## src/sv/cfp_pkg.sv

```systemverilog
// ----------------------------------------------------------------------------
// cfp_pkg
// Shared types and character codes for the CIGAR 5-prime position unit.
// ----------------------------------------------------------------------------
package cfp_pkg;

    localparam int OUT_BITS = 33;
    localparam int POS_BITS = 31;

    // Largest 5-prime position a reverse-strand result may take
    localparam logic [OUT_BITS-1:0] POS_TOP = 33'h0_FFFF_FFFF;

    localparam logic [7:0] CHAR_0  = 8'h30;
    localparam logic [7:0] CHAR_9  = 8'h39;
    localparam logic [7:0] CHAR_M  = 8'h4D;
    localparam logic [7:0] CHAR_D  = 8'h44;
    localparam logic [7:0] CHAR_N  = 8'h4E;
    localparam logic [7:0] CHAR_X  = 8'h58;
    localparam logic [7:0] CHAR_EQ = 8'h3D;
    localparam logic [7:0] CHAR_S  = 8'h53;
    localparam logic [7:0] CHAR_H  = 8'h48;

    typedef struct packed {
        logic [7:0]          cigar_char;
        logic                last_char;
        logic                reverse_strand;
        logic [POS_BITS-1:0] start_pos;
    } item_t;

    typedef struct packed {
        logic                       load;
        logic signed [OUT_BITS-1:0] adjusted_pos;
    } result_t;

endpackage

```

## src/sv/cfp_in_reg.sv

```systemverilog
// ----------------------------------------------------------------------------
// cfp_in_reg
// Input register: captures one character transaction per cycle while in_ready is high.
// ----------------------------------------------------------------------------
module cfp_in_reg
(
    input  logic          clk,
    input  logic          rst_n,
    input  logic          in_valid,
    output logic          in_ready,
    input  cfp_pkg::item_t item,
    input  logic          advance,
    output logic          stage_valid,
    output cfp_pkg::item_t stage_item
);

    logic           valid_reg;
    logic           valid_next;
    cfp_pkg::item_t item_reg;

    assign in_ready    = !valid_reg || advance;
    assign stage_valid = valid_reg;
    assign stage_item  = item_reg;

    always_comb
    begin
        valid_next = valid_reg;
        if (in_ready)
        begin
            valid_next = in_valid;
        end
    end

    always_ff @(posedge clk or negedge rst_n)
    begin
        if (!rst_n)
        begin
            valid_reg <= 1'b0;
        end
        else
        begin
            valid_reg <= valid_next;
        end
    end

    always_ff @(posedge clk)
    begin
        if (in_ready && in_valid)
        begin
            item_reg <= item;
        end
    end

endmodule

```

## src/sv/cfp_parse.sv

```systemverilog
// ----------------------------------------------------------------------------
// cfp_parse
// Per-string parse state: operation length, reference span and leading
// clip, plus the 5-prime position computed on the final character.
// ----------------------------------------------------------------------------
module cfp_parse #(
    parameter int OP_LEN_BITS = 28,
    parameter int SPAN_BITS   = 32
)
(
    input  logic             clk,
    input  logic             rst_n,
    input  logic             advance,
    input  cfp_pkg::item_t   item,
    output cfp_pkg::result_t result
);

    localparam int DW = OP_LEN_BITS + 4;
    localparam int AW = ((SPAN_BITS > OP_LEN_BITS) ? SPAN_BITS : OP_LEN_BITS) + 1;
    localparam int RW = ((SPAN_BITS > 32) ? SPAN_BITS : 32) + 2;
    localparam int FW = ((OP_LEN_BITS > 31) ? OP_LEN_BITS : 31) + 2;
    localparam int OW = cfp_pkg::OUT_BITS;

    logic [OP_LEN_BITS-1:0] digit_accum_reg;
    logic [OP_LEN_BITS-1:0] digit_accum_next;
    logic [SPAN_BITS-1:0]   span_sum_reg;
    logic [SPAN_BITS-1:0]   span_sum_next;
    logic                   char_index_nonzero_reg;
    logic                   char_index_nonzero_next;
    logic                   first_is_digit_reg;
    logic                   first_is_digit_next;
    logic                   first_op_seen_reg;
    logic                   first_op_seen_next;
    logic                   leading_clip_valid_reg;
    logic                   leading_clip_valid_next;
    logic [OP_LEN_BITS-1:0] leading_clip_len_reg;
    logic [OP_LEN_BITS-1:0] leading_clip_len_next;

    logic                   is_digit;
    logic                   is_clip;
    logic                   is_span_op;
    logic [7:0]             digit_val;
    logic [DW-1:0]          acc_ext;
    logic [DW-1:0]          acc_mac;
    logic [AW-1:0]          span_add;
    logic signed [RW-1:0]   rev_sum;
    logic signed [RW-1:0]   rev_top;
    logic signed [FW-1:0]   fwd_diff;
    logic signed [OW-1:0]   pos_out;

    always_comb
    begin
        is_digit   = (item.cigar_char >= cfp_pkg::CHAR_0) &&
                     (item.cigar_char <= cfp_pkg::CHAR_9);
        is_clip    = (item.cigar_char == cfp_pkg::CHAR_S) ||
                     (item.cigar_char == cfp_pkg::CHAR_H);
        is_span_op = (item.cigar_char == cfp_pkg::CHAR_M) ||
                     (item.cigar_char == cfp_pkg::CHAR_D) ||
                     (item.cigar_char == cfp_pkg::CHAR_N) ||
                     (item.cigar_char == cfp_pkg::CHAR_X) ||
                     (item.cigar_char == cfp_pkg::CHAR_EQ);
        digit_val  = item.cigar_char - cfp_pkg::CHAR_0;

        // length * 10 + digit as shift-add, saturate on overflow
        acc_ext = DW'(digit_accum_reg);
        acc_mac = (acc_ext << 3) + (acc_ext << 1) + DW'(digit_val[3:0]);

        span_add = AW'(span_sum_reg) + AW'(digit_accum_reg);

        char_index_nonzero_next = 1'b1;
        first_is_digit_next     = char_index_nonzero_reg ? first_is_digit_reg : is_digit;
        first_op_seen_next      = first_op_seen_reg;
        leading_clip_valid_next = leading_clip_valid_reg;
        leading_clip_len_next   = leading_clip_len_reg;
        span_sum_next           = span_sum_reg;

        if (is_digit)
        begin
            if (acc_mac[DW-1:OP_LEN_BITS] != '0)
            begin
                digit_accum_next = '1;
            end
            else
            begin
                digit_accum_next = acc_mac[OP_LEN_BITS-1:0];
            end
        end
        else
        begin
            digit_accum_next = '0;
            if (!first_op_seen_reg)
            begin
                first_op_seen_next      = 1'b1;
                leading_clip_valid_next = first_is_digit_next && is_clip;
                leading_clip_len_next   = digit_accum_reg;
            end
            if (is_span_op || (is_clip && item.last_char))
            begin
                if (span_add[AW-1:SPAN_BITS] != '0)
                begin
                    span_sum_next = '1;
                end
                else
                begin
                    span_sum_next = span_add[SPAN_BITS-1:0];
                end
            end
        end
    end

    // 5-prime position from the updated state
    always_comb
    begin
        rev_top  = RW'(cfp_pkg::POS_TOP);
        rev_sum  = $signed(RW'(item.start_pos)) + $signed(RW'(span_sum_next))
                   - $signed(RW'(1));
        fwd_diff = $signed(FW'(item.start_pos)) - $signed(FW'(leading_clip_len_next));

        if (item.reverse_strand)
        begin
            if (rev_sum > rev_top)
            begin
                pos_out = $signed(cfp_pkg::POS_TOP);
            end
            else
            begin
                pos_out = rev_sum[OW-1:0];
            end
        end
        else if (leading_clip_valid_next)
        begin
            if (fwd_diff <= $signed(FW'(0)))
            begin
                pos_out = $signed(OW'(1));
            end
            else
            begin
                pos_out = fwd_diff[OW-1:0];
            end
        end
        else
        begin
            pos_out = $signed(OW'(item.start_pos));
        end

        result.load         = advance && item.last_char;
        result.adjusted_pos = pos_out;
    end

    always_ff @(posedge clk or negedge rst_n)
    begin
        if (!rst_n)
        begin
            digit_accum_reg        <= '0;
            span_sum_reg           <= '0;
            char_index_nonzero_reg <= 1'b0;
            first_is_digit_reg     <= 1'b0;
            first_op_seen_reg      <= 1'b0;
            leading_clip_valid_reg <= 1'b0;
            leading_clip_len_reg   <= '0;
        end
        else if (advance)
        begin
            if (item.last_char)
            begin
                // clear for the next string
                digit_accum_reg        <= '0;
                span_sum_reg           <= '0;
                char_index_nonzero_reg <= 1'b0;
                first_is_digit_reg     <= 1'b0;
                first_op_seen_reg      <= 1'b0;
                leading_clip_valid_reg <= 1'b0;
                leading_clip_len_reg   <= '0;
            end
            else
            begin
                digit_accum_reg        <= digit_accum_next;
                span_sum_reg           <= span_sum_next;
                char_index_nonzero_reg <= char_index_nonzero_next;
                first_is_digit_reg     <= first_is_digit_next;
                first_op_seen_reg      <= first_op_seen_next;
                leading_clip_valid_reg <= leading_clip_valid_next;
                leading_clip_len_reg   <= leading_clip_len_next;
            end
        end
    end

endmodule

```

## src/sv/cfp_out_reg.sv

```systemverilog
// ----------------------------------------------------------------------------
// cfp_out_reg
// Result register: holds one position until the downstream side takes it.
// ----------------------------------------------------------------------------
module cfp_out_reg
(
    input  logic                                clk,
    input  logic                                rst_n,
    input  cfp_pkg::result_t                    result,
    output logic                                out_free,
    output logic                                out_valid,
    input  logic                                out_ready,
    output logic signed [cfp_pkg::OUT_BITS-1:0] adjusted_pos
);

    logic                                valid_reg;
    logic                                valid_next;
    logic signed [cfp_pkg::OUT_BITS-1:0] pos_reg;

    assign out_free     = !valid_reg || out_ready;
    assign out_valid    = valid_reg;
    assign adjusted_pos = pos_reg;

    always_comb
    begin
        valid_next = valid_reg;
        if (result.load)
        begin
            valid_next = 1'b1;
        end
        else if (out_ready)
        begin
            valid_next = 1'b0;
        end
    end

    always_ff @(posedge clk or negedge rst_n)
    begin
        if (!rst_n)
        begin
            valid_reg <= 1'b0;
        end
        else
        begin
            valid_reg <= valid_next;
        end
    end

    always_ff @(posedge clk)
    begin
        if (result.load)
        begin
            pos_reg <= result.adjusted_pos;
        end
    end

endmodule

```

## src/sv/cigar_five_prime_position_unit.sv

```systemverilog
// ----------------------------------------------------------------------------
// cigar_five_prime_position_unit
// Streams a CIGAR string one character per cycle, unless a final character is
// stalled, and returns the 5-prime mapped position after the final character.
// ----------------------------------------------------------------------------
//  channel | direction | handshake            | payload
//  --------+-----------+----------------------+----------------------------------
//  in      | input     | in_valid / in_ready  | cigar_char, last_char,
//          |           |                      | reverse_strand, start_pos
//  out     | output    | out_valid / out_ready| adjusted_pos (33-bit signed)
//
//  One character per cycle while not stalled; a result passes from its final
//  character through the input register, parse logic and result register.
//  Non-final characters in the input register never wait on the output side.
//  Reset clears all string state; after every final character it clears too.
//  A held result stalls only a final character sitting in the input register.
// ----------------------------------------------------------------------------
module cigar_five_prime_position_unit #(
    parameter int OP_LEN_BITS = 28,
    parameter int SPAN_BITS   = 32
)
(
    input  logic                                clk,
    input  logic                                rst_n,
    input  logic                                in_valid,
    output logic                                in_ready,
    input  logic [7:0]                          cigar_char,
    input  logic                                last_char,
    input  logic                                reverse_strand,
    input  logic [cfp_pkg::POS_BITS-1:0]        start_pos,
    output logic                                out_valid,
    input  logic                                out_ready,
    output logic signed [cfp_pkg::OUT_BITS-1:0] adjusted_pos
);

    cfp_pkg::item_t   in_item;
    cfp_pkg::item_t   stage_item;
    cfp_pkg::result_t result;
    logic             stage_valid;
    logic             advance;
    logic             out_free;

    assign in_item.cigar_char     = cigar_char;
    assign in_item.last_char      = last_char;
    assign in_item.reverse_strand = reverse_strand;
    assign in_item.start_pos      = start_pos;

    // a final character needs room in the result register
    assign advance = stage_valid && (!stage_item.last_char || out_free);

    cfp_in_reg u_in_reg (
        .clk         (clk),
        .rst_n       (rst_n),
        .in_valid    (in_valid),
        .in_ready    (in_ready),
        .item        (in_item),
        .advance     (advance),
        .stage_valid (stage_valid),
        .stage_item  (stage_item)
    );

    cfp_parse #(
        .OP_LEN_BITS (OP_LEN_BITS),
        .SPAN_BITS   (SPAN_BITS)
    ) u_parse (
        .clk     (clk),
        .rst_n   (rst_n),
        .advance (advance),
        .item    (stage_item),
        .result  (result)
    );

    cfp_out_reg u_out_reg (
        .clk          (clk),
        .rst_n        (rst_n),
        .result       (result),
        .out_free     (out_free),
        .out_valid    (out_valid),
        .out_ready    (out_ready),
        .adjusted_pos (adjusted_pos)
    );

endmodule

```

## config.mk

```make
export PLATFORM = sky130hd
export DESIGN_NAME = cigar_five_prime_position_unit
export DESIGN_NICKNAME = d
export VERILOG_FILES = /design/src/sv/cfp_pkg.sv /design/src/sv/cfp_in_reg.sv /design/src/sv/cfp_parse.sv /design/src/sv/cfp_out_reg.sv /design/src/sv/cigar_five_prime_position_unit.sv
export SDC_FILE = /design/constraint.sdc
export NUM_CORES = 1
export LEC_CHECK = 0
export BUFFER_PORTS_ARGS = -buffer_cell sky130_fd_sc_hd__buf_2
export CORE_ASPECT_RATIO = 1.25
export CORE_UTILIZATION = 40
export DETAILED_ROUTE_END_ITERATION = 6
export SLEW_MARGIN = 20
export SYNTH_ARGS = -nofsm -noshare
export SYNTH_HDL_FRONTEND = slang
export SYNTH_SLANG_ARGS = --single-unit
```

## constraint.sdc

```tcl
create_clock -name clk -period 19.5 [get_ports clk]
set_clock_uncertainty 0.1 [all_clocks]
set_input_delay 3.9 -clock clk [delete_from_list [all_inputs] [get_ports clk]]
set_output_delay 3.9 -clock clk [all_outputs]
set_load 0.02 [all_outputs]
```

Word-level counts from Yosys, hierarchy flattened
Index checks and enable logic that the tools add are counted.
- input port bits: 45
- logic and storage cells: 78
- bits in registers: 168
- multiplexer cells: 24
- add/subtract/negate cells: 7
- reductions and logical operators: 21
- $lt $le $gt $ge: 4
- equality and inequality tests: 8
- operators by type and width (kind ; number):
    $mux 28 ; 6
    $mux 33 ; 4
    $mux 32 ; 4
    $eq 8x7->1 const B ; 6
    $gt 34x33->1 const B ; 1
    $sub 34x2->34 const B ; 1
    $add 31x32->33 ; 1
    $add 32x28->33 ; 1
    $le 33x1->1 const B ; 1
    $add 31x29->32 ; 1
    $add 32x4->32 ; 1
    $sub 31x28->32 ; 1
    $mux 1 ; 10
    $logic_or 1x1->1 ; 9
    $eq 8x6->1 const B ; 1
    $ge 8x6->1 const B ; 1
    $le 8x6->1 const B ; 1
    $logic_and 1x1->1 ; 6
    $reduce_bool 4->1 ; 1
    $sub 4x1->4 const B ; 1
    $logic_not 1->1 ; 3
    $ne 2x2->1 const B ; 1
    $reduce_and 2->1 ; 1
    $reduce_bool 2->1 ; 1

Longest topological paths before layout
Gate-level depths: netlist (run 1).
- depth after elaboration: 13
- gate-level depth with buffers: 27
- depth with buffers taken out: 23

Modules after synthesis
From an unflattened synthesis (run 1), not the netlist that was laid out.
- cells, all modules: 1602
- area total of the unflattened synthesis: 14888.0 sq um
- modules (own cells, without submodules) (module ; instances ; area an instance (sq um) ; cells an instance):
    cfp_parse ; 1 ; 12553.3 ; 1519
    cfp_in_reg ; 1 ; 1285.0 ; 45
    cfp_out_reg ; 1 ; 1038.5 ; 36
    cigar_five_prime_position_unit ; 1 ; 11.3 ; 2

Worst setup path before layout (run 1)
No wires, ideal clock.
- kind: input -> output
- start: in out_ready
- end: out in_ready
- slack: 11.279 ns
- arrival: 4.221 ns
- stages: 2
- buffers on the path: 0
- cells stage by stage: inv_1 > nand4_1
- word-level cells in the longest chain between the ends: 4
- RTL lines (element ; RTL line ; source):
    from (decl) ; cigar_five_prime_position_unit.sv:32 ; input logic out_ready,
    $logic_or 1x1->1 ; cfp_out_reg.sv:20 ; assign out_free = !valid_reg || out_ready;
    $logic_or 1x1->1 ; cigar_five_prime_position_unit.sv:49 ; assign advance = stage_valid && (!stage_item.last_char || out_free);
    $logic_and 1x1->1 ; cigar_five_prime_position_unit.sv:49 ;
    $logic_or 1x1->1 ; cfp_in_reg.sv:21 ; assign in_ready = !valid_reg || advance;
    to (decl) ; cigar_five_prime_position_unit.sv:26 ; output logic in_ready,
No other way between the ends.

==> run_results.csv, run 1 <==
group,metric,value,unit
drt,drtAntennaViolNets,0,
outcome,outcome,"finished clean",
clocking,cts.clk_slew.worst_paths,70,ps
critical_path,reg2reg_slack,10970,ps
clocking,insertion_delay,460,ps
critical_path,critPathMaxFanout,20,
cells_and_area,largest_register_ffs,41,
critical_path,end_kind,"flip-flop",
floorplan,fp.dieW,175.6,um
drt,drtIter0Drc,904,
drt,drc,0,
sta,setup_tns,0,ps
clocking,root_buffer,"clkbuf_16",
placement,gp_congestion,0.9528,
yosys,synth-main-ff-cell,"dfrtp_1",
yosys,ys_warn_count,0,
sta,layout_min_cycle_time,8525,ps
drt,dr.pass1.iters,7,
sta,grt_setup_unrepaired,"false",
pwr,combinationalPowerShare,0.228,
cells_and_area,instances_no_fill,2252,
sta,report.final.slew_viol_count,0,
floorplan,core-area,0.03717,mm^2
pwr,p_sw,305.2,uW
yosys,ys_types,92,
critical_path,crit_type,"reg2reg",
pwr,clkPwrFrac,0.367,
critical_path,cp.arrival,8600,ps
cells_and_area,multi_input_area,0.01009,mm^2
clocking,cts_setup_buffers,0,
cells_and_area,fill_cells,3740,
yosys,synth_seq_area_share,0.3034,
grt,grt.total_usage,0.2326,
pwr,p_leak,7.494,nW
floorplan,num_rows,79,
sta,whs,377.4,ps
sta,worst_pin_slew,1089,ps
yosys,async_flop_share,0.5595,
yosys,synthCells,1713,
clocking,cts.sinks,168,
cells_and_area,regArea,0.004574,mm^2
critical_path,ff2ff_path_depth,24,
clocking,cts_tree,"built",
cells_and_area,synthToLayoutAreaGrowth,9.653,%
pwr,p_seq_frac,0.405,
sta,setup_viol,0,
drt,wl_met1,20.28,mm
cells_and_area,drive_above_1_share,0.1087,
cells_and_area,nets,1947,
critical_path,r2r_end,"u_out_reg.adjusted_pos[20]",
yosys,yosys.area.top_type,"dfrtp_1",
critical_path,crit_path_start,"u_parse.digit_accum_reg[0]",
drt,top_layer,"met4",
sta,hold_viol,0,
yosys,post_synth.cell_area_avg,8.801,um^2
drt,num_vias,13490,
grt,grt_max_degree,72,
clocking,cts_hold_buf,0,
floorplan,pin_count,80,
drt,wl_per_cell,19.76,um
yosys,synthTopCellsByArea,"dfrtp_1 16%, edfxtp_1 15%, ha_1 12%, a21oi_1 4.3%, nand2_1 4.3%",
sta,relSlewSlack,0.2741,
grt,grt_pass1_vias,13010,
clocking,cts_buffer_depth,2,
yosys,ys_ff_latch,168,
drt,wl_met2,21.04,mm
yosys,synth.most_common_cell,"nand2_1",
drt,routed_wl,44.49,mm
cells_and_area,antennaDiodeCount,0,
floorplan,dieArea,0.03847,mm^2
clocking,numCtsBuffers,17,
yosys,syn_nets,1907,
floorplan,die_y,219.1,um
grt,grt_pass1_wl,70.16,mm
critical_path,critPathCapture,"u_out_reg.adjusted_pos[20]",
sta,finalCritPeriodShare,0.4372,
yosys,synthTopCellsByCount,"173 x nand2_1, 144 x ha_1, 130 x a21oi_1",
yosys,synth_edf_count,74,
sta,worst_slack,10970,ps
min_path,hold_class,"reg2reg",
critical_path,critical_path.startpoint_type,"flip-flop",
grt,grt.overflow.total,0,
placement,dp_slack,11070,ps
pwr,switching_share,0.3088,
placement,dp_hpwl,33.95,mm
pwr,p_per_area,59.79,mW/mm^2
critical_path,r2r_start,"u_parse.digit_accum_reg[0]",
pwr,p_int,683.2,uW
grt,grt_antenna_before_repair,0,
sta,fmax,117.3,MHz
drt,routed-wl-met3,1.688,mm
critical_path,crit_required,19580,ps
drt,via_per_inst,5.992,
yosys,netlist_area,0.01508,mm^2
cells_and_area,finish.utilization,0.4448,
job,cap_violations,0,
pwr,max-vdd-ir-drop,0.03587,mV
yosys,synth.top_cell.area_share,0.1560,
clocking,cts_max_level,4,
placement,place_inst,2220,
floorplan,start_util,0.4056,
clocking,cts_resized,0,
placement,port_buffers,79,
placed cells by master, fill, tap and decap left out, drive strengths merged, types with 49 or more instances in the layout:
cell and count:
a21o 67, dfrtp 94, buf 95, nor2 117, o21ai 126, a21oi 151, xnor2 70, nor3 49
nand2 173, ha 144, edfxtp 74
power groups by stage:
stage          clock network (mW)  registers [mW]  logic, mW
6_report                    0.362           0.400      0.226
5_1_grt                     0.383           0.402      0.246
4_1_cts                     0.371           0.400      0.224
3_5_place_dp                    0           0.407      0.222
3_3_place_gp                    0           0.407      0.221
2_1_floorplan                   0           0.409      0.157
area by class of cell:
| class | count | area share |
|---|---|---|
| clock buffers | 19 | 0.02619 |
| clock inverters | 13 | 0.01075 |
| repair buffers | 95 | 0.03134 |
| multi-input cells | 1437 | 0.6105 |
| well taps | 486 | 0.03678 |
| flip-flops and latches | 168 | 0.2767 |
| inverters | 34 | 0.007720 |
through the flow:
step | power [mW] | cell area [um^2]
global placement | 0.6279 | 15920
global route | 1.030 | 16530
CTS | 0.9945 | 16530
floorplan | 0.5654 | 15080
detailed placement | 0.6289 | 15920
finish | 0.9884 | 16530
worst max-delay path: stages (launching register included):
cell and delay, ps:
dfrtp_1 450, ha_1 260, fa_1 430, a211oi_1 280, o21ai_0 210, a31oi_1 260
o21ai_0 320, a31o_2 340, a31oi_1 210, nand2b_1 600, o21ai_0 210, mux2_2 350
ha_1 460, o21ai_0 200, o21bai_1 320, and2_1 190, o21ai_0 110, a311oi_2 430
nand4_1 300, nor3_1 570, nand4_2 300, o21ba_1 300, nor3_4 440, buf_4 430
a21boi_0 150
worst min-delay path by stage:
stage                                     startpoint                               end  slack, ps  cells after the start
CTS                 u_parse.leading_clip_len_reg[13]  u_parse.leading_clip_len_reg[13]        380                      2
global route         u_parse.leading_clip_len_reg[8]   u_parse.leading_clip_len_reg[8]        400                      2
finish              u_parse.leading_clip_len_reg[13]  u_parse.leading_clip_len_reg[13]        380                      2
global placement    u_parse.leading_clip_len_reg[19]  u_parse.leading_clip_len_reg[19]        360                      2
detailed placement  u_parse.leading_clip_len_reg[13]  u_parse.leading_clip_len_reg[13]        370                      2
floorplan           u_parse.leading_clip_len_reg[10]  u_parse.leading_clip_len_reg[10]        350                      2
metal layers:
| layer | global-route usage | vias up |
|---|---|---|
| met5 | 0 | - |
| met4 | 0.09652 | 0 |
| met3 | 0.02356 | 67 |
| met2 | 0.3825 | 369 |
| met1 | 0.3106 | 6480 |
| li1 | - | 6578 |
cells by family (layout without fill, tap and decap cells):
kind of cell	count (synthesis)	after routing	synth area share
AO/OA/AOI/OAI	601	601	0.2743
adder cells (fa/ha/maj)	149	149	0.1262
AND/OR/NAND/NOR	544	544	0.1803
flip-flops	168	168	0.3034
XOR/XNOR	106	106	0.06158
multiplexers	37	37	0.02473
buffers and inverters	108	161	0.02955
Power figures use the tool's default switching activity.
==> run 2: changes to the inputs <==
==> constraint.sdc (replaced) <==
create_clock -name clk -period 8.38 [get_ports clk]
set_clock_uncertainty 0.1 [all_clocks]
set_input_delay 1.676 -clock clk [delete_from_list [all_inputs] [get_ports clk]]
set_output_delay 1.676 -clock clk [all_outputs]
set_load 0.02 [all_outputs]
==> run 2 against run 1 <==
Design area increased by 0.24%. Combinational power is 140% higher. Register-to-register slack worse by 10000 ps. Flip-flop and latch count stayed put. Via count is 1.1% higher. Hold slack better by 2.5 ps. Utilization is 0.11 points higher. First-iteration DRC count is 11% higher. Critical endpoint is now u_out_reg.adjusted_pos[1].
==> run_results.csv, run 2 (synthesis results as in run 1) <==
group,metric,value,unit
outcome,outcome,"finished clean",
drt,wl_per_cell,20.51,um
min_path,hold_depth,2,
cells_and_area,largest_register_ffs,41,
sta,grt_setup_unrepaired,"false",
clocking,insertion_delay,470,ps
clocking,root_buffer,"clkbuf_16",
floorplan,dieArea,0.03847,mm^2
grt,grt.total_usage,0.2410,
clocking,cts.sinks,168,
critical_path,r2r_start,"u_parse.digit_accum_reg[0]",
floorplan,fp.dieW,175.6,um
cells_and_area,drive_above_1_share,0.1125,
critical_path,crit_type,"reg2reg",
sta,hold_viol,0,
cells_and_area,nets,1950,
cells_and_area,finish.utilization,0.4459,
sta,setup_viol,0,
sta,finalCritPeriodShare,0.9256,
sta,worst_slack,623.5,ps
critical_path,critical_path.startpoint_type,"flip-flop",
sta,setup_tns,0,ps
drt,via_per_inst,6.046,
drt,drtAntennaViolNets,0,
critical_path,reg2reg_slack,620,ps
drt,drc,0,
cells_and_area,final_common_cell,"nand2_1",
clocking,cts_buffer_depth,2,
placement,placed_cell_area,0.01596,mm^2
drt,wl_met1,20.60,mm
drt,routed-wl-met3,1.895,mm
drt,num_vias,13640,
job,cap_violations,0,
pwr,p_per_area,139.6,mW/mm^2
placement,dp_hpwl,35.47,mm
critical_path,ff2ff_path_depth,24,
critical_path,r2r_end,"u_out_reg.adjusted_pos[1]",
critical_path,end_kind,"flip-flop",
min_path,min_to,"u_parse.leading_clip_len_reg[1]",
pwr,max-vdd-ir-drop,0.08592,mV
sta,fmax,128.9,MHz
clocking,cts_hold_buf,0,
floorplan,start_util,0.4056,
clocking,cts_tree,"built",
clocking,cts_max_level,4,
floorplan,core-area,0.03717,mm^2
clocking,cts_resized,0,
drt,wl_met2,22.03,mm
drt,drtIter0Drc,1005,
pwr,p_leak,7.522,nW
drt,dr.pass1.iters,5,
placement,port_buffers,79,
clocking,cts.clk_slew.worst_paths,70,ps
placement,gp_congestion,0.9569,
sta,layout_min_cycle_time,7757,ps
clocking,cts_setup_buffers,0,
critical_path,cp.arrival,7850,ps
critical_path,crit_required,8480,ps
sta,report.final.slew_viol_count,0,
placement,dp_slack,628.2,ps
grt,grt_pass1_wl,71.73,mm
grt,grt_antenna_before_repair,0,
grt,grt.overflow.total,0,
cells_and_area,final_area,0.01657,mm^2
min_path,hold_class,"reg2reg",
floorplan,die_y,219.1,um
critical_path,critPathMaxFanout,20,
floorplan,num_rows,79,
sta,worst_pin_slew,810.2,ps
pwr,power,2.314,mW
floorplan,pin_count,80,
grt,grt_pass1_vias,13030,
clocking,numCtsBuffers,17,
sta,relSlewSlack,0.4525,
drt,routed_wl,46.26,mm
drt,top_layer,"met4",
grt,grt_max_degree,66,
min_path,hold_path.startpoint,"u_parse.leading_clip_len_reg[1]",
cells_and_area,final_cell_mix,"172 x nand2_1, 144 x ha_1, 127 x a21oi_1",
cells_and_area,synthToLayoutAreaGrowth,9.918,%
-- run 2: cell types whose count changed in the layout (fill, tap and decap cells not counted), sizes merged --
cell	delta
inv	+5
buf	+3
bufinv	-2
clkinvlp	-2
clkbuf	-1
diode	+1
-- run 2: cell type report --
cell class | instances | area (um^2)
fillers | 3726 | 20590
multi-input cells | 1437 | 10100
flip-flops and latches | 168 | 4574
well taps | 486 | 608.1
repair buffers | 98 | 553.0
clock buffers | 18 | 450.4
clock inverters | 14 | 158.9
inverters | 34 | 127.6
diodes | 1 | 2.502
-- run 2: per-layer routing --
| metal | global-route usage | vias to the layer above |
|---|---|---|
| met5 | 0 | - |
| met4 | 0.1096 | 0 |
| met3 | 0.02703 | 84 |
| met2 | 0.4024 | 386 |
| met1 | 0.3115 | 6584 |
| li1 | - | 6586 |
-- run 2: worst max-delay path, cell delays in order, from the launching register on --
cell and delay [ps]:
dfrtp_1 460, ha_1 250, fa_1 420, a211oi_1 290, o21ai_0 210, a31oi_1 240, o21ai_0 270, a31o_2 330
a31oi_1 220, nand2b_1 280, o21ai_0 130, mux2_2 310, ha_1 450, o21ai_0 180, o21bai_1 320, and2_1 200
o21ai_0 110, a311oi_2 430, nand4_1 320, nor3_1 550, nand4_2 300, o21ba_1 300, nor3_4 450, buf_12 250
a21oi_1 90
-- run 2: power breakdown --
part | leakage [nW] | internal, mW | switching [mW] | total (mW)
Clock | 0.301 | 0.464 | 0.384 | 0.848
Combinational | 5.21 | 0.193 | 0.338 | 0.532
Sequential | 2.01 | 0.902 | 0.0323 | 0.934
-- run 2: how the worst max path moves through the flow --
stage | startpoint | slack (ps) | endpoint
global route | u_parse.digit_accum_reg[0] | 70 | u_out_reg.adjusted_pos[20]
finish | u_parse.digit_accum_reg[0] | 620 | u_out_reg.adjusted_pos[1]
CTS | u_parse.digit_accum_reg[0] | 600 | u_out_reg.adjusted_pos[20]
detailed placement | u_parse.digit_accum_reg[0] | 630 | u_out_reg.adjusted_pos[1]
floorplan | u_parse.digit_accum_reg[0] | 1790 | u_out_reg.adjusted_pos[9]
global placement | u_parse.digit_accum_reg[0] | 770 | u_out_reg.adjusted_pos[1]
-- run 2: through the flow --
step | std cells | hold slack, ps
finish | 2256 | 379.9
global route | 2255 | 398.8
CTS | 2255 | 384.9
detailed placement | 2223 | 369.2
global placement | 2223 | 361.1
floorplan | 1713 | 349.2
==> run 3: changes to the inputs <==
--- a/config.mk
+++ b/config.mk
@@ -9,6 +9,7 @@
 export CORE_ASPECT_RATIO = 1.25
 export CORE_UTILIZATION = 40
 export DETAILED_ROUTE_END_ITERATION = 6
+export RECOVER_POWER = 50
 export SLEW_MARGIN = 20
 export SYNTH_ARGS = -nofsm -noshare
 export SYNTH_HDL_FRONTEND = slang
==> run 3 against run 2 <==
The flow now finishes with violations (max-capacitance violations, max-slew violations). Design area fell by 0.13%. Maximum frequency shrank 0.41%. Critical endpoint unchanged. Final cell count about the same. Hold slack hardly changed. Highest routed layer unchanged. Clock power about the same. Critical path depth unchanged. Register-to-register slack worse by 30 ps. Sequential power barely moved. Global-route usage unchanged. Utilization is 0.057 points lower. Non-clock buffer count unchanged. Clock-buffer cell count unchanged.
==> run_results.csv, run 3 (synthesis results as in run 1) <==
group,metric,value,unit
clocking,cts.clk_slew.worst_paths,70,ps
critical_path,crit_type,"reg2reg",
sta,hold_viol,0,
cells_and_area,fill_cells,3732,
sta,grt_setup_unrepaired,"false",
critical_path,critical_path.startpoint_type,"flip-flop",
critical_path,end_kind,"flip-flop",
sta,fmax,128.4,MHz
drt,via_per_inst,6.072,
placement,port_buffers,79,
cells_and_area,final_cell_mix,"173 x nand2_1, 144 x ha_1, 127 x a21oi_1",
drt,drc,0,
floorplan,die_y,219.1,um
clocking,insertion_delay,460,ps
clocking,cts_max_level,4,
grt,grt_max_degree,66,
drt,num_vias,13690,
sta,worst_pin_slew,2910,ps
critical_path,cp.arrival,7890,ps
sta,layout_min_cycle_time,7788,ps
grt,grt_pass1_vias,13030,
clocking,cts_buffer_depth,2,
critical_path,crit_path_start,"u_parse.digit_accum_reg[0]",
clocking,cts_hold_buf,0,
grt,grt_antenna_before_repair,0,
sta,setup_tns,0,ps
drt,routed_wl,46.35,mm
cells_and_area,drive_above_1_share,0.1097,
pwr,max-vdd-ir-drop,0.08590,mV
floorplan,core-area,0.03717,mm^2
floorplan,pin_count,80,
drt,drtIter0Drc,1001,
sta,report.final.slew_viol_count,176,
min_path,hold_path.startpoint,"u_parse.leading_clip_len_reg[1]",
sta,whs,379.7,ps
floorplan,dieArea,0.03847,mm^2
sta,finalCritPeriodShare,0.9294,
cells_and_area,synthToLayoutAreaGrowth,9.777,%
grt,grt.total_usage,0.2410,
min_path,hold_class,"reg2reg",
clocking,cts_tree,"built",
cells_and_area,multi_input_area,0.01009,mm^2
cells_and_area,antennaDiodeCount,0,
grt,grt_pass1_wl,71.73,mm
clocking,cts_resized,0,
drt,dr.pass1.iters,5,
clocking,root_buffer,"clkbuf_16",
clocking,cts_setup_buffers,0,
floorplan,fp.dieW,175.6,um
sta,setup_viol,0,
cells_and_area,nets,1950,
clocking,numCtsBuffers,17,
sta,relSlewSlack,-0.9402,
placement,dp_hpwl,35.47,mm
floorplan,start_util,0.4056,
critical_path,critPathMaxFanout,20,
clocking,cts.sinks,168,
drt,drtAntennaViolNets,0,
critical_path,crit_required,8480,ps
cells_and_area,largest_register_ffs,41,
grt,grt.overflow.total,0,
pwr,p_per_area,139.9,mW/mm^2
cells_and_area,final_common_cell,"nand2_1",
pwr,power,2.315,mW
floorplan,num_rows,79,
drt,wl_per_cell,20.56,um
pwr,p_leak,7.512,nW
placement,gp_congestion,0.9569,
critical_path,r2r_start,"u_parse.digit_accum_reg[0]",
outcome,violations,"max-capacitance violations, max-slew violations",
outcome,outcome,"finished with violations",
cells_and_area,regArea,0.004574,mm^2
job,cap_violations,4,
-- run 3: report_power, final --
group	internal, mW	switching, mW	leakage (nW)
clock	0.464	0.386	0.301
sequential	0.903	0.0321	2.01
combinational	0.192	0.338	5.20
total	1.56	0.756	7.51
-- run 3: per-layer routing --
layer	track usage	vias to the layer above	part of all wire	wire, um
met5	0	-	0	0
met4	0.1096	0	0.038	1765
met3	0.02703	86	0.041	1895
met2	0.4024	383	0.48	22060
met1	0.3115	6638	0.45	20630
li1	-	6586	-	-
-- run 3: final cells by class --
type,instances,share of cell area
clock buffers,18,0.02722
clock inverters,14,0.009602
inverters,34,0.007711
multi-input cells,1437,0.6096
flip-flops and latches,168,0.2764
well taps,486,0.03674
repair buffers,98,0.03274
-- run 3: final timing paths --
check / to / slack [ps] / cells after the start
max: u_out_reg.adjusted_pos[1] / 590 / 24
min: u_parse.leading_clip_len_reg[1] / 380 / 2
max reg2reg: u_out_reg.adjusted_pos[1] / 590 / 24
min reg2reg: u_parse.leading_clip_len_reg[1] / 380 / 2
max in group asynchronous: u_parse.leading_clip_len_reg[5] / 2650 / 2
min in group asynchronous: u_parse.leading_clip_len_reg[27] / 1870 / 1
-- run 3: worst max-delay path, cell delays in order (launching register included) --
cell      delay [ps]
dfrtp_1          460
ha_1             250
fa_1             430
a211oi_1         290
o21ai_0          210
a31oi_1          240
o21ai_0          280
a31o_2           330
a31oi_1          220
nand2b_1         280
o21ai_0          130
mux2_2           310
ha_1             450
o21ai_0          180
o21bai_1         330
and2_1           200
o21ai_0          110
a311oi_2         430
nand4_1          320
nor3_1           560
nand4_2          300
o21ba_1          300
nor3_4           450
buf_12           250
a21oi_1           90
-- run 3: metrics by stage --
stage	worst slack [ps]	cell area, um^2	cells	util
finish	591.6	16550	2255	0.4453
global route	67.75	16550	2255	0.4453
CTS	600.2	16560	2255	0.4457
detailed placement	628.2	15960	2223	0.4293
global placement	772.1	15960	2223	0.4293
floorplan	1786	15080	1713	-
